==> config.mk <==
export PLATFORM = sky130hd
export DESIGN_NAME = gsn_trig_lane
export DESIGN_NICKNAME = d
export VERILOG_FILES = /design/src/gsn_pkg.sv /design/src/gsn_div.sv /design/src/gsn_trig_lane.sv
export SDC_FILE = /design/constraint.sdc
export NUM_CORES = 1
export LEC_CHECK = 0
export BUFFER_PORTS_ARGS = -buffer_cell sky130_fd_sc_hd__buf_2
export CORE_UTILIZATION = 50
export CTS_BUF_LIST = sky130_fd_sc_hd__clkbuf_4 sky130_fd_sc_hd__clkbuf_8 sky130_fd_sc_hd__clkbuf_16
export DETAILED_ROUTE_END_ITERATION = 10
export PLACE_DENSITY = 0.66
export SLEW_MARGIN = 20
export SYNTH_ARGS = -nofsm -noshare
export SYNTH_HDL_FRONTEND = slang
export SYNTH_SLANG_ARGS = --single-unit
==> constraint.sdc <==
create_clock -name i_clk -period 5.5 [get_ports i_clk]
set_input_delay 0.55 -clock i_clk [delete_from_list [all_inputs] [get_ports i_clk]]
set_output_delay 0.55 -clock i_clk [all_outputs]
set_load 0.02 [all_outputs]
==> src/gsn_pkg.sv <==
// Shared widths, codes and types for the gamepad sample normalizer.
`timescale 1ns / 1ps
`default_nettype none
package gsn_pkg;
    localparam int NUM_W   = 32;
    localparam int DEN_W   = 16;
    localparam int QUO_W   = 16;
    localparam int SIDE_W  = 2;
    localparam int LANE_LAT = QUO_W + 2;

    localparam logic [15:0] AXIS_POS_MAX   = 16'd32767;
    localparam logic [15:0] AXIS_NEG_MAX   = 16'd32768;
    localparam logic [15:0] TRIG_MAX       = 16'd65535;
    localparam logic [15:0] STICK_DEAD_MAX = 16'd32766;
    localparam logic [15:0] TRIG_DEAD_MAX  = 16'd65534;
    localparam logic [7:0]  BYTE_CENTRE    = 8'h80;
    localparam logic [7:0]  BYTE_FULL      = 8'hFF;

    localparam logic [1:0] CFG_LEFT_DEAD  = 2'd0;
    localparam logic [1:0] CFG_RIGHT_DEAD = 2'd1;
    localparam logic [1:0] CFG_TRIG_DEAD  = 2'd2;

    localparam logic [2:0] KIND_FIRST_PAD = 3'd2;
    localparam logic [2:0] KIND_LAST_PAD  = 3'd5;

    typedef struct packed {
        logic        vld;
        logic        conn;
        logic        bad;
        logic [11:0] guest;
        logic        lsh;
        logic        rsh;
    } t_ctl;
endpackage
`default_nettype wire

==> src/gsn_div.sv <==
// Pipelined restoring divider, one quotient bit per stage.
`timescale 1ns / 1ps
`default_nettype none
module gsn_div (
    input  wire logic                        i_clk,
    input  wire logic [gsn_pkg::NUM_W-1:0]   i_num,
    input  wire logic [gsn_pkg::DEN_W-1:0]   i_den,
    input  wire logic [gsn_pkg::SIDE_W-1:0]  i_side,
    output logic      [gsn_pkg::QUO_W-1:0]   o_quo,
    output logic      [gsn_pkg::SIDE_W-1:0]  o_side
);
    localparam int Q = gsn_pkg::QUO_W;
    localparam int D = gsn_pkg::DEN_W;

    logic [D-1:0]               w_rem  [0:Q];
    logic [Q-1:0]               w_sh   [0:Q];
    logic [D-1:0]               w_den  [0:Q];
    logic [gsn_pkg::SIDE_W-1:0] w_side [0:Q];

    // quotient fits Q bits, so the upper numerator bits start below the divisor
    assign w_rem[0]  = i_num[gsn_pkg::NUM_W-1:Q];
    assign w_sh[0]   = i_num[Q-1:0];
    assign w_den[0]  = i_den;
    assign w_side[0] = i_side;

    for (genvar s = 0; s < Q; s++) begin : g_stage
        logic [D:0]                 r_try;
        logic [D:0]                 r_diff;
        logic                       r_ge;
        logic [D-1:0]               r_rem;
        logic [Q-1:0]               r_sh;
        logic [D-1:0]               r_den;
        logic [gsn_pkg::SIDE_W-1:0] r_side;

        always_comb begin
            r_try  = {w_rem[s], w_sh[s][Q-1]};
            r_diff = r_try - {1'b0, w_den[s]};
            r_ge   = r_try >= {1'b0, w_den[s]};
        end

        always_ff @(posedge i_clk) begin
            r_rem  <= r_ge ? r_diff[D-1:0] : r_try[D-1:0];
            r_sh   <= {w_sh[s][Q-2:0], r_ge};
            r_den  <= w_den[s];
            r_side <= w_side[s];
        end

        assign w_rem[s+1]  = r_rem;
        assign w_sh[s+1]   = r_sh;
        assign w_den[s+1]  = r_den;
        assign w_side[s+1] = r_side;
    end

    assign o_quo  = w_sh[Q];
    assign o_side = w_side[Q];
endmodule
`default_nettype wire

==> src/gsn_trig_lane.sv <==
// One trigger: deadzone and rescale to 0..255.
`timescale 1ns / 1ps
`default_nettype none
module gsn_trig_lane (
    input  wire logic        i_clk,
    input  wire logic [15:0] i_raw,
    input  wire logic [15:0] i_dead,
    output logic      [7:0]  o_byte
);
    logic [15:0] n_dead;
    logic [15:0] n_diff;
    logic [31:0] r_num;
    logic [15:0] r_den;
    logic        r_zero;
    logic [15:0] w_quo;
    logic [1:0]  w_side;
    logic [7:0]  r_byte;

    always_comb begin
        n_dead = (i_dead > gsn_pkg::TRIG_DEAD_MAX) ? gsn_pkg::TRIG_DEAD_MAX : i_dead;
        n_diff = i_raw - n_dead;
    end

    always_ff @(posedge i_clk) begin
        r_num  <= {8'b0, ({n_diff, 8'b0} - {8'b0, n_diff})};
        r_den  <= gsn_pkg::TRIG_MAX - n_dead;
        r_zero <= i_raw <= n_dead;
    end

    gsn_div u_div (
        .i_clk  (i_clk),
        .i_num  (r_num),
        .i_den  (r_den),
        .i_side ({1'b0, r_zero}),
        .o_quo  (w_quo),
        .o_side (w_side)
    );

    always_ff @(posedge i_clk) begin
        r_byte <= (w_side[0] || w_side[1]) ? 8'h00 : w_quo[7:0];
    end

    assign o_byte = r_byte;
endmodule
`default_nettype wire

* Yosys cells after proc, flatten, opt, wreduce, memory -nomap -nowiden
Cells that the tools add are included.
** Operators by class
- $lt $le $gt $ge :: 18
- Add/sub/neg operators :: 18
- Multiplexer cells :: 16
** Operator list (number)
- $ge A17 B16 Y1 :: 15
- $mux W16 :: 15
- $sub A16 B16 Y16 :: 15
- $sub A24 B16 Y24 :: 1
- $ge A9 B16 Y1 :: 1
- $gt A16 B16 Y1 const B :: 1
- $le A16 B16 Y1 :: 1
- $sub A16 B16 Y16 const A :: 1
- $sub A9 B16 Y16 :: 1
- $mux W9 :: 1
** Word-level totals
- Logic and storage cells :: 119
- Input port bits :: 33
- Register bits :: 793
- Output and inout bits :: 8

* Depth between registers and ports, before layout
- Depth after elaboration :: 4
- Mapped depth :: 18
- Gate-level depth less buffers :: 18

* Cells and area by module
A second synthesis with hierarchy kept.
** Unflattened totals
- Cells, all modules :: 3180
- Area total of the unflattened synthesis :: 33293.2 um^2
** By module, submodules not included
- gsn_div :: sequential area each 15374.7 um^2, area each 30319.1 um^2, times used 1, cells each 2856
- gsn_trig_lane :: sequential area each 980.9 um^2, area each 2974.1 um^2, times used 1, cells each 324

* Worst setup path after synthesis
Ideal clock, no wire load.
- Kind :: input to register
- Start :: input port i_dead[15]
- End :: register r_num[22]
- Cell stages on the path :: 17
- Slack :: 941 ps
- Required time :: 5378 ps
- Path buffers :: 0
- Library setup time :: 122 ps
- Arrival :: 4436 ps
- Cell sequence :: nand4_1 o41a_1 ha_1 fa_1 nand2b_1 a21boi_0 a2bb2oi_1 xor2_1 inv_1 ha_1 nor4b_1 nand4_1 a31oi_1 o31ai_1 o21ai_2 a41oi_1 xnor2_1
** On the way
- Word-level cells in the longest chain between the ends :: 4
** RTL lines
- start, declared :: line gsn_trig_lane.sv:7 : input wire logic [15:0] i_dead,
- $gt A16 B16 Y1 :: line gsn_trig_lane.sv:20 : n_dead = (i_dead > gsn_pkg::TRIG_DEAD_MAX) ? gsn_pkg::TRIG_DEAD_MAX : i_dead;
- $mux W16 * :: line gsn_trig_lane.sv:20
- $sub A16 B16 Y16 * :: line gsn_trig_lane.sv:21 : n_diff = i_raw - n_dead;
- $sub A24 B16 Y24 * :: line gsn_trig_lane.sv:25 : r_num <= {8'b0, ({n_diff, 8'b0} - {8'b0, n_diff})};
- end signal, assigned :: line gsn_trig_lane.sv:25
- end, declared :: line gsn_trig_lane.sv:12 : logic [31:0] r_num;
Every way passes the cells marked *; elsewhere a longest branch is shown, timed or not.
A chain may end at the register's enable or synchronous reset.

* Final worst setup path
- Start :: input port i_dead[1]
- End :: register r_num[18]
The elaborated chain is that of the path after synthesis.

==> flow_summary_export.csv <==
group,metric,value,unit
route,routed_wl,59400,µm
critical_path,slowest_stage,"o41a_1",
cells_and_area,drive_gt1_share,10.9,%
die,dieArea,59800,µm²
pwr,intPower,0.0137,W
global_route,grt_pass1_vias,19800,
pwr,switching_share,34.4,%
critical_path,r2r-start,"u_div.g_stage[13].r_den[1]",
critical_path,crit_path_cell_trace,"buf_2, nand4_1, o41a_1, ha_1, fa_1, nand2b_1, a21boi_0, a2bb2oi_1, xor2_1, inv_1, ha_1, nor4b_1, nand4_1, a31oi_1, o31ai_1, o21ai_2, a311oi_1, xor2_1",
synthesis,ys_ff_latch,701,
min_path,worst_hold_startpoint,"i_dead[15]",
critical_path,crit_fanout,5,
die,die_h,244,µm
synthesis,synth-async-reset-ratio,0,%
cells_and_area,layout.nets,3301,
critical_path,cp.required,5940,ps
pwr,p_leak,15.3,nW
pwr,switchingPower,0.00720,W
place,gp_congestion,0.884,
global_route,antenna_found_initial,0,
die,ios,41,
critical_path,crit_path_end,"r_num[18]",
synthesis,synth_top_cell_area_share,47.7,%
critical_path,r2r_setup_slack,1760,ps
synthesis,syn_inst,2900,
pwr,p_per_area,633,nW/µm²
route,vias,20000,
clocking,htree_levels,3,
global_route,overflow,0,
route,avgViaCountPerCell,5.25,
sta,skew,27.4,ps
critical_path,crit_start,"i_dead[1]",
die,die_w,244,µm
clocking,clk_pin_slew_worst_paths,60,ps
critical_path,arrival,5160,ps
critical_path,cp.depth,18,
pwr,total_power,0.0209,W
critical_path,worst-path-buf-inv,2,
route,routedWlPerCell,15.6,µm
sta,fin_crit,4720,ps
cells_and_area,layout_commonest_cell,"dfxtp_1",
pwr,p_comb_share,40.1,%
clocking,cts_buffers,75,
clocking,cts_root_buffer,"clkbuf_16",
cells_and_area,final_cell_mix,"701 x dfxtp_1, 340 x inv_1, 271 x ha_1",
sta,setup_violations,0,
cells_and_area,diodes,0,
synthesis,synth_edf_count,0,
global_route,grt_use_total,19.9,%
critical_path,crit_path_end_kind,"register",
synthesis,synth_area_leaders,"dfxtp_1 48%, ha_1 12%, inv_1 4.3%",
sta,whs,159,ps
sta,report.final.slew_viol_count,0,
synthesis,synth-seq-area-share,47.7,%
global_route,grt_pass1_wl,97600,µm
sta,hold_violations,0,
synthesis,netlist.top_cell.by_area,"dfxtp_1",
sta,fmax,0.212,GHz
synthesis,postSynthAreaPerCell,10.1,µm²
sta,worstMarginPinSlew,877,ps
clocking,post_cts_buffers,0,
place,dp_hpwl,45800,µm
min_path,hold_path_class,"in -> reg",
route,drc_errors,0,
critical_path,crit_family,"compound AO/OA/AOI/OAI gates",
pwr,p_seq_share,34.8,%
sta,slew_headroom,41.6,%
critical_path,r2r_cells,12,
die,std_cell_rows,88,
clocking,cts_tree,"built",
critical_path,reg2reg_to,"u_div.g_stage[14].r_rem[9]",
flow_run,drv_cap,0,
sta,worst_slack,782,ps
clocking,cts_resized,0,
route,first_pass_iters,5,
route,drt-initial-drc-count,1031,
pwr,clkPwrFrac,25.0,%
die,start_util,50.8,%
place,place_ws,182,ps
global_route,grt_max_degree,30,
critical_path,critPathKind,"in -> reg",
synthesis,syn-num-nets,3220,
critical_path,worstSetupStartpointType,"input pin",
synthesis,ys.flop_type,"dfxtp_1",
synthesis,ys_warn_count,0,
sta,rsz0062_at_grt,"false",
critical_path,cp_slowest_stage_delay,480,ps
clocking,cts_hold_buffers,0,
route,ant_nets,0,
cells_and_area,syn2layout_area_growth,12.5,%
synthesis,syn_area,29400,µm²
place,portBuffers,40,
sta,final.setup.tns,0,ps
clocking,numClockSinks,701,
clocking,cts.path.max_buffers,3,
sta,post-route-period-util,85.8,%
die,core,57900,µm²
outcome,status,"finished, final reports clean",
cells_and_area,final_util,57.1,%
clocking,clk_latency,600,ps
synthesis,ys_types,95,
pwr,vdd_drop_max,0.000314,V
[sequential cells by signal, summed over array words and instances, names as in the netlist]
name                  flops
o_byte                    8
r_den                    16
r_num                    24
r_zero                    1
u_div.g_stage.r_den     240
u_div.g_stage.r_rem     240
u_div.g_stage.r_sh      148
u_div.g_stage.r_side     15
u_div.o_quo               8
u_div.o_side              1
[synthesized netlist by cell type (all sizes together) (66+ instances only)]
master and instances:
o21ai 112, a21oi 195, dfxtp 701, nand4 66
nor2 186, xnor2 109, nand2 132, ha 271
a21o 83, mux2 102, inv 341, xor2 84
[how the worst min path moves through the flow]
stage	end	cells past startpoint
after floorplan	u_div.g_stage[0].r_sh[10]	0
after CTS	r_den[13]	2
after detailed placement	u_div.g_stage[0].r_sh[7]	0
after global placement	u_div.g_stage[6].r_side[0]	0
after global routing	r_den[15]	2
final	r_den[15]	2
[logic make-up (layout without fill, tap and decap cells)]
kind of cell / after synthesis / count (layout) / share of synthesized area, %
xor+xnor: 193 / 193 / 5.93
buf+inv: 380 / 520 / 5.01
compound gates: 626 / 626 / 14.3
simple gates: 593 / 593 / 9.90
mux: 119 / 119 / 4.49
flops: 701 / 701 / 47.7
fa+ha+maj: 288 / 288 / 12.7
[through the flow]
stage,std cells,instance area [µm²]
2_1_floorplan,2900,29400
3_3_place_gp,3669,30400
3_5_place_dp,3669,30400
4_1_cts,3805,33100
5_1_grt,3805,33100
6_report,3805,33100
[per-layer routing]
layer	up-vias	routed length (µm)	track usage (%)	part of all wire, %
li1	10200	-	-	-
met1	9294	28100	25.9	47
met2	406	27300	33.2	46
met3	124	2370	3.27	4.0
met4	0	1670	7.19	2.8
met5	-	0	0	0
[power groups by stage]
stage / Clock (W) / Combinational (W) / Sequential (W)
floorplan: 0 / 0.00670 / 0.00714
global placement: 0 / 0.00804 / 0.00739
detailed placement: 0 / 0.00827 / 0.00741
CTS: 0.00538 / 0.00837 / 0.00731
global route: 0.00560 / 0.00937 / 0.00745
finish: 0.00524 / 0.00839 / 0.00729
[layout make-up]
type / instances / area, µm²
multi-input cells: 1819 / 13900
clock buffers: 98 / 2190
inverters: 341 / 1280
well taps: 765 / 957
repair buffers: 43 / 223
fillers: 4986 / 24800
clock inverters: 38 / 468
flip-flops and latches: 701 / 14000
(Power assumes the default switching activity.)
