<file path="src/gsn_pkg.sv">
// Shared widths, codes and types for the gamepad sample normalizer.
`timescale 1ns / 1ps
`default_nettype none
package gsn_pkg;
    localparam int NUM_W   = 32;
    localparam int DEN_W   = 16;
    localparam int QUO_W   = 16;
    localparam int SIDE_W  = 2;
    localparam int LANE_LAT = QUO_W + 2;

    localparam logic [15:0] AXIS_POS_MAX   = 16'd32767;
    localparam logic [15:0] AXIS_NEG_MAX   = 16'd32768;
    localparam logic [15:0] TRIG_MAX       = 16'd65535;
    localparam logic [15:0] STICK_DEAD_MAX = 16'd32766;
    localparam logic [15:0] TRIG_DEAD_MAX  = 16'd65534;
    localparam logic [7:0]  BYTE_CENTRE    = 8'h80;
    localparam logic [7:0]  BYTE_FULL      = 8'hFF;

    localparam logic [1:0] CFG_LEFT_DEAD  = 2'd0;
    localparam logic [1:0] CFG_RIGHT_DEAD = 2'd1;
    localparam logic [1:0] CFG_TRIG_DEAD  = 2'd2;

    localparam logic [2:0] KIND_FIRST_PAD = 3'd2;
    localparam logic [2:0] KIND_LAST_PAD  = 3'd5;

    typedef struct packed {
        logic        vld;
        logic        conn;
        logic        bad;
        logic [11:0] guest;
        logic        lsh;
        logic        rsh;
    } t_ctl;
endpackage
`default_nettype wire

</file>
<file path="src/gsn_div.sv">
// Pipelined restoring divider, one quotient bit per stage.
`timescale 1ns / 1ps
`default_nettype none
module gsn_div (
    input  wire logic                        i_clk,
    input  wire logic [gsn_pkg::NUM_W-1:0]   i_num,
    input  wire logic [gsn_pkg::DEN_W-1:0]   i_den,
    input  wire logic [gsn_pkg::SIDE_W-1:0]  i_side,
    output logic      [gsn_pkg::QUO_W-1:0]   o_quo,
    output logic      [gsn_pkg::SIDE_W-1:0]  o_side
);
    localparam int Q = gsn_pkg::QUO_W;
    localparam int D = gsn_pkg::DEN_W;

    logic [D-1:0]               w_rem  [0:Q];
    logic [Q-1:0]               w_sh   [0:Q];
    logic [D-1:0]               w_den  [0:Q];
    logic [gsn_pkg::SIDE_W-1:0] w_side [0:Q];

    // quotient fits Q bits, so the upper numerator bits start below the divisor
    assign w_rem[0]  = i_num[gsn_pkg::NUM_W-1:Q];
    assign w_sh[0]   = i_num[Q-1:0];
    assign w_den[0]  = i_den;
    assign w_side[0] = i_side;

    for (genvar s = 0; s < Q; s++) begin : g_stage
        logic [D:0]                 r_try;
        logic [D:0]                 r_diff;
        logic                       r_ge;
        logic [D-1:0]               r_rem;
        logic [Q-1:0]               r_sh;
        logic [D-1:0]               r_den;
        logic [gsn_pkg::SIDE_W-1:0] r_side;

        always_comb begin
            r_try  = {w_rem[s], w_sh[s][Q-1]};
            r_diff = r_try - {1'b0, w_den[s]};
            r_ge   = r_try >= {1'b0, w_den[s]};
        end

        always_ff @(posedge i_clk) begin
            r_rem  <= r_ge ? r_diff[D-1:0] : r_try[D-1:0];
            r_sh   <= {w_sh[s][Q-2:0], r_ge};
            r_den  <= w_den[s];
            r_side <= w_side[s];
        end

        assign w_rem[s+1]  = r_rem;
        assign w_sh[s+1]   = r_sh;
        assign w_den[s+1]  = r_den;
        assign w_side[s+1] = r_side;
    end

    assign o_quo  = w_sh[Q];
    assign o_side = w_side[Q];
endmodule
`default_nettype wire

</file>
<file path="src/gsn_stick_lane.sv">
// One stick axis: deadzone, rescale to full range, map to a centred byte.
`timescale 1ns / 1ps
`default_nettype none
module gsn_stick_lane (
    input  wire logic        i_clk,
    input  wire logic [15:0] i_raw,
    input  wire logic [14:0] i_dead,
    output logic      [7:0]  o_byte
);
    logic        n_neg;
    logic [15:0] n_mag;
    logic [15:0] n_maxv;
    logic [15:0] n_dead;
    logic        n_zero;
    logic [15:0] n_diff;
    logic [31:0] r_num;
    logic [15:0] r_den;
    logic        r_neg;
    logic        r_zero;
    logic [15:0] w_quo;
    logic [1:0]  w_side;
    logic [22:0] n_x;
    logic [7:0]  n_q0;
    logic [15:0] n_rm;
    logic [7:0]  n_res;
    logic [7:0]  n_byte;
    logic [7:0]  r_byte;

    always_comb begin
        n_neg  = i_raw[15];
        n_mag  = n_neg ? 16'(17'h10000 - {1'b0, i_raw}) : i_raw;
        n_maxv = n_neg ? gsn_pkg::AXIS_NEG_MAX : gsn_pkg::AXIS_POS_MAX;
        n_dead = ({1'b0, i_dead} > gsn_pkg::STICK_DEAD_MAX) ? gsn_pkg::STICK_DEAD_MAX
                                                            : {1'b0, i_dead};
        n_zero = n_mag <= n_dead;
        n_diff = n_mag - n_dead;
    end

    always_ff @(posedge i_clk) begin
        r_num  <= n_diff * n_maxv;
        r_den  <= n_maxv - n_dead;
        r_neg  <= n_neg;
        r_zero <= n_zero;
    end

    gsn_div u_div (
        .i_clk  (i_clk),
        .i_num  (r_num),
        .i_den  (r_den),
        .i_side ({r_neg, r_zero}),
        .o_quo  (w_quo),
        .o_side (w_side)
    );

    // positive side: quo * 127 / 32767 via shift and one correction
    always_comb begin
        n_x   = {w_quo[15:0], 7'b0} - {7'b0, w_quo};
        n_q0  = n_x[22:15];
        n_rm  = {1'b0, n_x[14:0]} + {8'b0, n_q0};
        n_res = (n_rm >= gsn_pkg::AXIS_POS_MAX) ? n_q0 + 8'd1 : n_q0;
        if (w_side[0]) begin
            n_byte = gsn_pkg::BYTE_CENTRE;
        end else if (w_side[1]) begin
            n_byte = gsn_pkg::BYTE_CENTRE - w_quo[15:8];
        end else begin
            n_byte = gsn_pkg::BYTE_CENTRE + n_res;
        end
    end

    always_ff @(posedge i_clk) begin
        r_byte <= n_byte;
    end

    assign o_byte = r_byte;
endmodule
`default_nettype wire

</file>
<file path="config.mk">
export PLATFORM = sky130hd
export DESIGN_NAME = gsn_stick_lane
export DESIGN_NICKNAME = d
export VERILOG_FILES = /design/src/gsn_pkg.sv /design/src/gsn_div.sv /design/src/gsn_stick_lane.sv
export SDC_FILE = /design/constraint.sdc
export NUM_CORES = 2
export LEC_CHECK = 0
export BUFFER_PORTS_ARGS = -buffer_cell sky130_fd_sc_hd__buf_2
export CORE_AREA = 2 2 253 280
export DETAILED_ROUTE_END_ITERATION = 8
export DIE_AREA = 0 0 255 282
export GPL_TIMING_DRIVEN = 0
export HOLD_SLACK_MARGIN = 0.15
export MAX_ROUTING_LAYER = met4
export PLACE_DENSITY = 0.76
export SLEW_MARGIN = 25
export SYNTH_ARGS = -nofsm -noshare
export SYNTH_HDL_FRONTEND = slang
export SYNTH_SLANG_ARGS = --single-unit
</file>
<file path="constraint.sdc">
create_clock -name i_clk -period 11.9 [get_ports i_clk]
set_clock_uncertainty 0.2 [all_clocks]
set_input_delay 1.785 -clock i_clk [delete_from_list [all_inputs] [get_ports i_clk]]
set_output_delay 1.785 -clock i_clk [all_outputs]
set_load 0.005 [all_outputs]
</file>
Word level (Yosys, flattened, before mapping)
Index checks and enable logic that the tools add are counted.
{"block": "totals", "register_bits": 826, "out_inout_bits": 8}
{"block": "op_classes", "addsub": 23, "n_mul": 1, "magnitude_cmp": 19, "mux": 20}
{"op": "$ge A17 B16 Y1", "count": 16}
{"op": "$mux W16", "count": 17}
{"op": "$sub A16 B16 Y16", "count": 15}
{"op": "$mul A16 B16 Y32", "count": 1}
{"op": "$sub A16 B15 Y16", "count": 2}
{"op": "$sub A23 B16 Y23", "count": 1}
{"op": "$add A15 B8 Y16", "count": 1}
{"op": "$ge A16 B15 Y1 const B", "count": 1}
{"op": "$le A16 B15 Y1", "count": 1}
{"op": "$mux W8", "count": 2}
{"op": "$sub A1 B16 Y16 const A", "count": 1}
{"op": "$gt A15 B15 Y1 const B", "count": 1}
{"op": "$mux W15", "count": 1}
{"op": "$add A8 B1 Y8 const B", "count": 1}
{"op": "$add A8 B8 Y8 const A", "count": 1}
{"op": "$sub A8 B8 Y8 const A", "count": 1}

Depth between registers and ports, before layout
{"block": "logic_depth", "depth_word": 6, "ltp_mapped": 37, "mapped_depth_nobuf": 36}

By module
A second synthesis with hierarchy kept.
{"block": "hier_totals", "cells_unflattened": 4105, "area_unflattened_um2": 41636.2}
{"module": "gsn_div", "instances": 1, "cells_each": 2884, "area_per_inst_um2": 30863.4}
{"module": "gsn_stick_lane", "instances": 1, "cells_each": 1221, "area_per_inst_um2": 10772.8}

Worst setup path after synthesis
No wires, ideal clock.
{"block": "synth_timing", "path_type": "input to register", "from": "input i_raw[0]", "to": "register r_num[30]", "setup_time_ns": 0.127, "arrival_time_ns": 9.817, "required_time_ns": 11.573, "slack_ns": 1.756, "cell_stages": 33, "n_path_buf": 0, "cell_sequence": "inv_1 ha_1 nand2_1 or4_1 nand2_1 xnor2_1 ha_1 a21o_1 a221o_1 a21oi_1 a2bb2oi_1 nand3_1 a31o_2 a21oi_1 and2_1 inv_1 fa_1 fa_1 inv_1 fa_1 fa_1 fa_1 inv_1 fa_1 inv_1 ha_1 and3_1 a211o_1 or3_1 o211ai_1 a41o_1 o21ai_0 xor2_1"}
{"block": "synth_between", "elab_chain_len": 4}
{"item": "start: declaration", "line_no": "gsn_stick_lane.sv:6", "text": "input wire logic [15:0] i_raw,"}
{"item": "$sub A1 B16 Y16", "line_no": "gsn_stick_lane.sv:31", "text": "n_mag = n_neg ? 16'(17'h10000 - {1'b0, i_raw}) : i_raw;"}
{"item": "$mux W16 (*)", "line_no": "gsn_stick_lane.sv:31"}
{"item": "$sub A16 B15 Y16 (*)", "line_no": "gsn_stick_lane.sv:36", "text": "n_diff = n_mag - n_dead;"}
{"item": "$mul A16 B16 Y32 (*)", "line_no": "gsn_stick_lane.sv:40", "text": "r_num <= n_diff * n_maxv;"}
{"item": "end signal: assignment", "line_no": "gsn_stick_lane.sv:40"}
{"item": "end: declaration", "line_no": "gsn_stick_lane.sv:16", "text": "logic [31:0] r_num;"}
Every way passes the cells marked *; elsewhere a longest branch is shown, timed or not.
A chain may end at the register's enable or synchronous reset.

Final worst setup path
{"block": "layout_timing", "from": "input i_raw[15]", "to": "register r_num[30]"}
{"block": "layout_between", "elab_chain_len": 4}
{"item": "$sub A1 B16 Y16", "line_no": "gsn_stick_lane.sv:31"}
{"item": "$mux W16", "line_no": "gsn_stick_lane.sv:31"}
{"item": "$sub A16 B15 Y16", "line_no": "gsn_stick_lane.sv:36"}
{"item": "$mul A16 B16 Y32 (*)", "line_no": "gsn_stick_lane.sv:40"}
Marked as above.

==> metrics.yaml <==
finish:
  nets: 5092
  fin_cells: 5487
  multi_input_area_sq_um: 22000
  register_area_sq_um: 16500
  finalInstanceArea_sq_um: 47700
  area_growth_pct: 16.5
  fillers: 5105
  layout-drive-gt1-share: 0.0877
cts:
  htreeDepth: 3
  path_clk_slew_ps: 70
  clk_latency_ps: 630
  cts_tree: "yes"
  root_buffer: "clkbuf_16"
  clock-sinks: 826
  cts-buffers-inserted: 80
  post-cts-setup-buffer-count: 0
  clock_path_buffers: 3
worst_setup_path:
  cp.arrival_ps: 11360
  r2r_setup_slack_ps: 6280
  critPathSlowestCell: "fa_1"
  cp-start-kind: "input port"
  slowest_delay_ps: 570
  crit_type: "in2reg"
  critPathMostFrequentCell: "fa_1"
  ff2ff_path_depth: 19
  worst-path-max-fanout: 10
  rr_endpoint: "o_byte[5]$_SDFF_PP0_"
  setup.worst_path.end_class: "flop"
  r2r_start: "u_div.o_quo[9]$_DFF_P_"
  worstPathRequired_ps: 12190
floorplan:
  coreArea_sq_um: 68900
  initial_core_util: 0.595
  io_pins: 40
  die-area_sq_um: 71900
  die_x_um: 255
  die_y_um: 282
  num_rows: 101
synthesis:
  yosys.cell_count.top_type: "dfxtp_1"
  synthCells: 4116
  yosys.area.top_type: "dfxtp_1"
  yosysUniqueCellTypes: 94
  synthArstFlopShare: 0
  ys_seq_elements: 826
  yosys-top-cells-count: "dfxtp_1 (826), inv_1 (585), ha_1 (414)"
  ys_warn_count: 0
  synth_nets: 4708
  synthFlopType: "dfxtp_1"
  syn-cell-area_sq_um: 41000
  synth_edf_count: 0
  avgSynthCellArea_sq_um: 9.96
  synthTopCellsByArea: "dfxtp_1 (40%), ha_1 (13%), fa_1 (7.1%), inv_1 (5.4%), mux2_2 (4.5%)"
  ys_seq_area_frac: 0.404
  synth_top_area_frac: 0.404
timing:
  grt_setup_unrepaired: "false"
  tightest_slew_ps: 978
  fmax_mhz: 90.3
  fin_crit_sh: 0.930
  hold_viol: 0
  relSlewSlack: 0.344
  finalMaxSlewViolations: 0
  finalSetupViolCount: 0
  fin_crit_ps: 11070
  fin_tns_setup_ps: 0
  fin_ws_ps: 827
placed_design:
  placedCellCount: 5082
  dpl_cell_area_sq_um: 42300
  gp_congestion: 0.937
  portBuffers: 39
  dp_slack_ps: 213
  dp_hpwl_um: 63600
hold_path:
  holdCritStartpoint: "u_div.g_stage[4].r_sh[14]$_DFF_P_"
  hold_path.class: "reg2reg"
  worstHoldEndpoint: "u_div.g_stage[5].r_sh[15]$_DFF_P_"
  hold_depth: 0
global_routing:
  grt_max_degree: 22
  grt_use_total: 0.255
  grt_pass1_wl_um: 145000
  grt_pass1_vias: 30000
  gr-total-overflow: 0
  antenna_found_initial: 1
run_status:
  status: "finished, final reports clean"
detailed_routing:
  drc_errors: 0
  routed_wl_um: 87400
  final_antenna_net_count: 0
  vias: 29700
  wl_per_cell_um: 15.9
  drtPass1Iterations: 7
  drt_iter0_drc: 1488
  avgViaCountPerCell: 5.41
run:
  maxCapViolCount: 0
cells by family after synthesis:
logic type	share of synthesized area
and+or+nand+nor	0.116
DFF	0.404
AOI/OAI and AO/OA	0.115
buffers and inverters	0.0603
adders and majority gates	0.199
xor gates and xnor gates	0.0533
muxes	0.0533
other	0.0000915
cell usage in the layout, fill, tap and decap left out, drive strengths merged, types with 72 or more instances in the layout:
cell type,count
nand4,72
inv,589
ha,414
xnor2,158
nor2,226
o21ai,131
xor2,86
fa,146
dfxtp,826
nor3,93
dlygate4sd3,263
mux2,163
nand3,76
a21oi,202
clkbuf,153
nand2,163
flip-flops by register name, indices dropped and copies added, names as in the netlist:
signal / count
u_div.g_stage.r_rem: 240
r_den: 16
u_div.g_stage.r_den: 240
u_div.o_quo: 16
u_div.g_stage.r_side: 30
r_neg: 1
u_div.g_stage.r_sh: 240
u_div.o_side: 2
r_zero: 1
o_byte: 8
r_num: 32
what timing repair did:
item / in CTS / in global routing
resized for setup: 0 / 0
endpoints found under the hold margin: 260 / 3
hold buffers: 260 / 3
per-layer routing:
metal	share of wire	track usage	vias to the layer above	routed length, um
met5	0	-	-	0
met4	0.040	0.109	0	3470
met3	0.030	0.0288	209	2630
met2	0.52	0.466	564	45300
met1	0.41	0.278	14000	36000
li1	-	-	14800	-
critical path, delay by kind of cell:
family          cells  cell delay (ps)
xor+xnor            2              410
fa+ha+maj           8             3720
simple gates        5             1360
compound gates     10             2460
buf+inv             7             1580
how the worst max path moves through the flow:
stage	startpoint	end
finish	i_raw[15]	r_num[30]$_DFF_P_
global route	i_raw[15]	r_num[31]$_DFF_P_
CTS	i_raw[15]	r_num[28]$_DFF_P_
detailed placement	i_raw[15]	r_num[28]$_DFF_P_
global placement	i_raw[15]	r_num[28]$_DFF_P_
floorplan	i_raw[0]	r_num[30]$_DFF_P_
through the flow:
stage          hold slack (ps)   util
3_3_place_gp               110  0.615
2_1_floorplan              110      -
4_1_cts                    150  0.693
3_5_place_dp               112  0.615
5_1_grt                    151  0.693
6_report                   140  0.693
final cells by class:
type / count / share of cell area
Inverter: 586 / 0.0461
Clock inverter: 34 / 0.00985
Timing Repair Buffer: 302 / 0.0592
Tap cell: 927 / 0.0243
Sequential cell: 826 / 0.346
Antenna cell: 1 / 0.0000524
Multi-Input combinational cell: 2640 / 0.460
Clock buffer: 107 / 0.0483
Buffer: 64 / 0.00574
Power is left out: the tool's default activity adds up to more than one toggle a clock period on the data nets, which glitch-free logic cannot reach.
